===== config.mk =====
export PLATFORM = sky130hd
export DESIGN_NAME = sv39_ptw_step
export DESIGN_NICKNAME = d
export VERILOG_FILES = /design/src/rtl/core/sv39_ptw_pkg.sv /design/src/rtl/core/sv39_ptw_step.sv
export SDC_FILE = /design/constraint.sdc
export NUM_CORES = 1
export LEC_CHECK = 0
export BUFFER_PORTS_ARGS = -buffer_cell sky130_fd_sc_hd__buf_2
export CELL_PAD_IN_SITES_DETAIL_PLACEMENT = 0
export CELL_PAD_IN_SITES_GLOBAL_PLACEMENT = 1
export CORE_MARGIN = 8
export CORE_UTILIZATION = 11
export DETAILED_ROUTE_END_ITERATION = 7
export GPL_TIMING_DRIVEN = 0
export PLACE_DENSITY = 0.82
export SYNTH_ARGS = -nofsm -noshare
export SYNTH_HDL_FRONTEND = slang
export SYNTH_SLANG_ARGS = --single-unit

===== constraint.sdc =====
create_clock -name vclk -period 1.1
set_input_delay 0.165 -clock vclk [all_inputs]
set_output_delay 0.165 -clock vclk [all_outputs]
set_load 0.03 [all_outputs]

===== src/rtl/core/sv39_ptw_pkg.sv =====
`default_nettype none

package sv39_ptw_pkg;

  localparam int unsigned TablePages   = 16;
  localparam int unsigned VaLimitBits  = 38;
  localparam int unsigned SlotsPerPage = 512;
  localparam int unsigned StoreDepth   = TablePages * SlotsPerPage;
  localparam int unsigned PageW        = (TablePages > 1) ? $clog2(TablePages) : 1;
  localparam int unsigned AddrW        = PageW + 9;
  localparam int unsigned TopLevel     = 2;

  // Result status codes
  localparam logic [2:0] ST_OK        = 3'd0;
  localparam logic [2:0] ST_TOO_LARGE = 3'd1;
  localparam logic [2:0] ST_INVALID   = 3'd2;
  localparam logic [2:0] ST_NOT_USER  = 3'd3;
  localparam logic [2:0] ST_OUTSIDE   = 3'd4;

  // PTE bit positions
  localparam int unsigned PteValidBit = 0;
  localparam int unsigned PteUserBit  = 4;

  typedef struct packed {
    logic             done;
    logic [2:0]       status;
    logic [PageW-1:0] next_page;
    logic [55:0]      phys_addr;
  } step_t;

endpackage

`default_nettype wire


===== src/rtl/core/sv39_ptw_step.sv =====
`default_nettype none

// Evaluate one fetched entry: follow it as a pointer, finish with a
// physical address, or stop with an error status.
module sv39_ptw_step (
  input  logic [63:0]         pte_i,
  input  logic [1:0]          level_i,
  output sv39_ptw_pkg::step_t step_o
);

  logic [43:0] ppn;

  assign ppn = pte_i[53:10];

  always_comb begin
    step_o.done      = 1'b1;
    step_o.status    = sv39_ptw_pkg::ST_OK;
    step_o.next_page = ppn[sv39_ptw_pkg::PageW-1:0];
    step_o.phys_addr = '0;
    if (!pte_i[sv39_ptw_pkg::PteValidBit]) begin
      step_o.status = sv39_ptw_pkg::ST_INVALID;
    end else if (level_i != 2'd0) begin
      if (ppn >= 44'(sv39_ptw_pkg::TablePages)) begin
        step_o.status = sv39_ptw_pkg::ST_OUTSIDE;
      end else begin
        step_o.done = 1'b0;
      end
    end else if (!pte_i[sv39_ptw_pkg::PteUserBit]) begin
      step_o.status = sv39_ptw_pkg::ST_NOT_USER;
    end else begin
      step_o.phys_addr = {ppn, 12'b0};
    end
  end

endmodule

`default_nettype wire


# Word-level counts from Yosys, hierarchy flattened
# Cells that the tools add are included.
dict set report totals {
  ff_bits 0
  latch_bits 0
  ram_bits 0
  rom_bits 0
  input_bits 66
  output_inout_bits 64
  word_cells 12
  mem_count 0
}
dict set report op_classes {
  add_sub_neg 0
  mul 0
  div_mod_pow 0
  magnitude_cmp 1
  n_eq_ne 0
  n_shift 0
  muxes 10
  bitwise_logic 0
  reduce_logical 1
}
# operator n
set op_table {}
lappend op_table {{$mux W56} 3}
lappend op_table {{$ge A44 B5 Y1 const B} 1}
lappend op_table {{$mux W3} 3}
lappend op_table {{$mux W1} 3}
lappend op_table {{$mux W2} 1}
lappend op_table {{$reduce_bool A2 Y1} 1}

# Logic depth before layout (Yosys ltp)
dict set report logic_depth {
  depth_word 4
  ltp_mapped 5
  ltp_nobuf 3
}

# Worst setup path after synthesis
# Ideal clock, no wire load.
dict set report synth_path {
  kind {input port to output port}
  from {input pte_i[35]}
  to {output step_o[63] (netlist name)}
  arrival_ns 1.291
  required_time_ns 0.935
  path_slack_ns -0.356
  path_stages 3
  n_path_buf 0
  cell_sequence {or4_1 > a211oi_1 > nand4b_1}
}
# element line
set synth_rtl {}
lappend synth_rtl {{from (decl)} sv39_ptw_step.sv:6} ;# input logic [63:0] pte_i,
lappend synth_rtl {{to (decl)} sv39_ptw_step.sv:8} ;# output sv39_ptw_pkg::step_t step_o

==> flow_metrics.env <==
export IMPL_p_sw_share_pct=51.0
export IMPL_synthTopCellsByArea="and2_1 (48%), buf_4 (21%), nor4_1 (10%), and4_1 (3.1%), clkbuf_1 (2.7%)"
export IMPL_yosysWarnings=0
export IMPL_crit_arrival_ns=1.36
export IMPL_yosysSeqAreaShare_pct=0
export IMPL_yosys_top_cells_count="and2_1 (43), buf_4 (16), nor4_1 (9)"
export IMPL_endpoint_kind="output port"
export IMPL_antenna_found_initial=0
export IMPL_seq_cells=0
export IMPL_wl_mm=3.86
export IMPL_fmax_ghz=0.656
export IMPL_synth_simple_gate_area_share_pct=69.7
export IMPL_wl_per_cell_um=13.9
export IMPL_cts_hold_buf=0
export IMPL_startpoint="pte_i[29]"
export IMPL_port_buffers=100
export IMPL_ant_nets=0
export IMPL_cpLargestDelayFamily="simple AND/OR/NAND/NOR gates"
export IMPL_synth_compound_area_share_pct=4.68
export IMPL_fin_cells=277
export IMPL_dp_hpwl_mm=3.11
export IMPL_multi_input_area_um2=616
export IMPL_cp_cell_sequence="buf_6 > or4_4 > a211oi_4 > nand4b_1 > buf_6"
export IMPL_cp_endpoint="step_o[63]"
export IMPL_worstHoldPathType="input port to output port"
export IMPL_finalNetCount=275
export IMPL_max_stage_delay_ns=0.55
export IMPL_drt_iter0_drc=10
export IMPL_fin_crit_ns=1.52
export IMPL_clock_power_share_pct=0
export IMPL_start_util_pct=11.2
export IMPL_finalMaxSlewViolations=0
export IMPL_fill_cells=513
export IMPL_critPathKind="input port to output port"
export IMPL_dr_pass1_iters=2
export IMPL_combinationalPowerShare_pct=100.0
export IMPL_seqPwrFrac_pct=0
export IMPL_fin_ws_ns=-0.425
export IMPL_final_layout_size_suffix_gt1_share_pct=87.0
export IMPL_yosysUniqueCellTypes=17
export IMPL_total_leakage_power_nw=0.966
export IMPL_grt_util_all_layers_pct=9.01
export IMPL_synthAdderAreaFrac_pct=0
export IMPL_drcViolationCount=0
export IMPL_area_growth_pct=233
export IMPL_outcome="finished with violations"
export IMPL_core_area_mm2=0.00501
export IMPL_diodes=0
export IMPL_dp_cells=269
export IMPL_net_switching_power_w=0.000263
export IMPL_violations="negative setup slack"
export IMPL_grt_pass1_wl_mm=5.58
export IMPL_overflow=0
export IMPL_synth_top_family_by_area="simple AND/OR/NAND/NOR gates"
export IMPL_vias=1031
export IMPL_yosys_area_top_type="and2_1"
export IMPL_vias_per_cell=3.72
export IMPL_setup_viol=46
export IMPL_syn_avg_cell_area_um2=6.38
export IMPL_synth_xor_area_share_pct=0
export IMPL_synthMuxAreaShare_pct=0
export IMPL_io_pin_count=130
export IMPL_syn_instance_count=88
export IMPL_cpMaxStageDelayCell="or4_4"
export IMPL_synth_most_common_cell="and2_1"
export IMPL_grt_max_degree=7
export IMPL_p_int_w=0.000253
export IMPL_die_y_um=87.5
export IMPL_drv_cap=0
export IMPL_ir_worst_vdd_mv=0.139
export IMPL_hold_violations=0
export IMPL_path_buf_inv=2
export IMPL_clockBufferCount=0
export IMPL_rows=26
export IMPL_syn_area_um2=562
export IMPL_die_w_um=87.5
export IMPL_cp_start_kind="input port"
export IMPL_path_common_cell="buf_6"
export IMPL_gp_congestion=0.715
export IMPL_hold_ws_ns=0.628
export IMPL_fin_crit_sh_pct=139
export IMPL_cp_depth=5
export IMPL_grt_setup_unrepaired="yes"
export IMPL_register_area_um2=0
export IMPL_power_density_mw_per_mm2=276
export IMPL_cp_data_required_time_ns=0.94
export IMPL_synth_top_area_share_pct=47.9
export IMPL_first_global_vias=1100
export IMPL_dieArea_mm2=0.00765
export IMPL_crit_fanout=2
==> power groups by stage <==
stage	registers, W	clock network [W]	logic [W]
global route	0	0	0.000549
floorplan	0	0	0.000256
detailed placement	0	0	0.000416
CTS	0	0	0.000505
global placement	0	0	0.000413
finish	0	0	0.000517
==> worst min-delay path by stage <==
| stage | startpoint | to | depth (start not counted) |
|---|---|---|---|
| final | level_i[0] | step_o[61] | 3 |
| after global routing | level_i[0] | step_o[61] | 3 |
| after CTS | level_i[0] | step_o[61] | 3 |
| after detailed placement | pte_i[4] | step_o[60] | 3 |
| after global placement | pte_i[4] | step_o[60] | 3 |
| after floorplan | level_i[0] | step_o[61] | 1 |
==> per-stage QoR <==
step / util, % / setup TNS [ns] / setup WS, ns / instance area [um2] / total power, W
after floorplan: - / -0.553 / -0.308 / 758 / 0.000256
after global placement: 26.9 / -15.30 / -0.422 / 1350 / 0.000413
after detailed placement: 26.9 / -15.81 / -0.437 / 1350 / 0.000416
after CTS: 36.7 / -8.94 / -0.416 / 1840 / 0.000505
after global routing: 37.4 / -10.19 / -0.456 / 1870 / 0.000549
final: 37.4 / -8.10 / -0.425 / 1870 / 0.000517
==> cells by family after synthesis <==
kind of cell           after synthesis
and+or+nand+nor                     62
buffers and inverters               21
AOI/OAI and AO/OA                    4
other                                1
==> cell type report <==
| type | instances | area share, % |
|---|---|---|
| Timing Repair Buffer | 108 | 49.4 |
| Multi-Input combinational cell | 78 | 32.9 |
| Buffer | 21 | 13.1 |
| Tap cell | 70 | 4.68 |
==> routing by layer <==
metal | global-route usage (%) | part of all wire, % | up-vias
li1 | - | - | 510
met1 | 10.3 | 40 | 464
met2 | 17.1 | 51 | 57
met3 | 2.36 | 8.8 | 0
met4 | 0 | 0 | 0
met5 | 0 | 0 | -
==> placed cells by master, fill, tap and decap left out, drive strengths merged <==
cell	Yosys	final
a211oi	1	1
a31oi	1	1
and2	44	44
and3	1	1
and4	2	2
buf	16	124
clkbuf	5	5
conb	1	12
nand2	1	1
nand4b	1	1
nor2	2	2
nor4	9	9
o21ai	1	1
o31ai	1	1
or4	2	2
==> what timing repair did <==
action / CTS / global route
pin swaps: 45 / 9
gates resized for setup: 111 / 9
gates cloned: 5 / 0
endpoints found under the setup margin: 46 / 46
setup buffers: 3 / 0
Note: power is estimated with default switching activity, not from simulation.
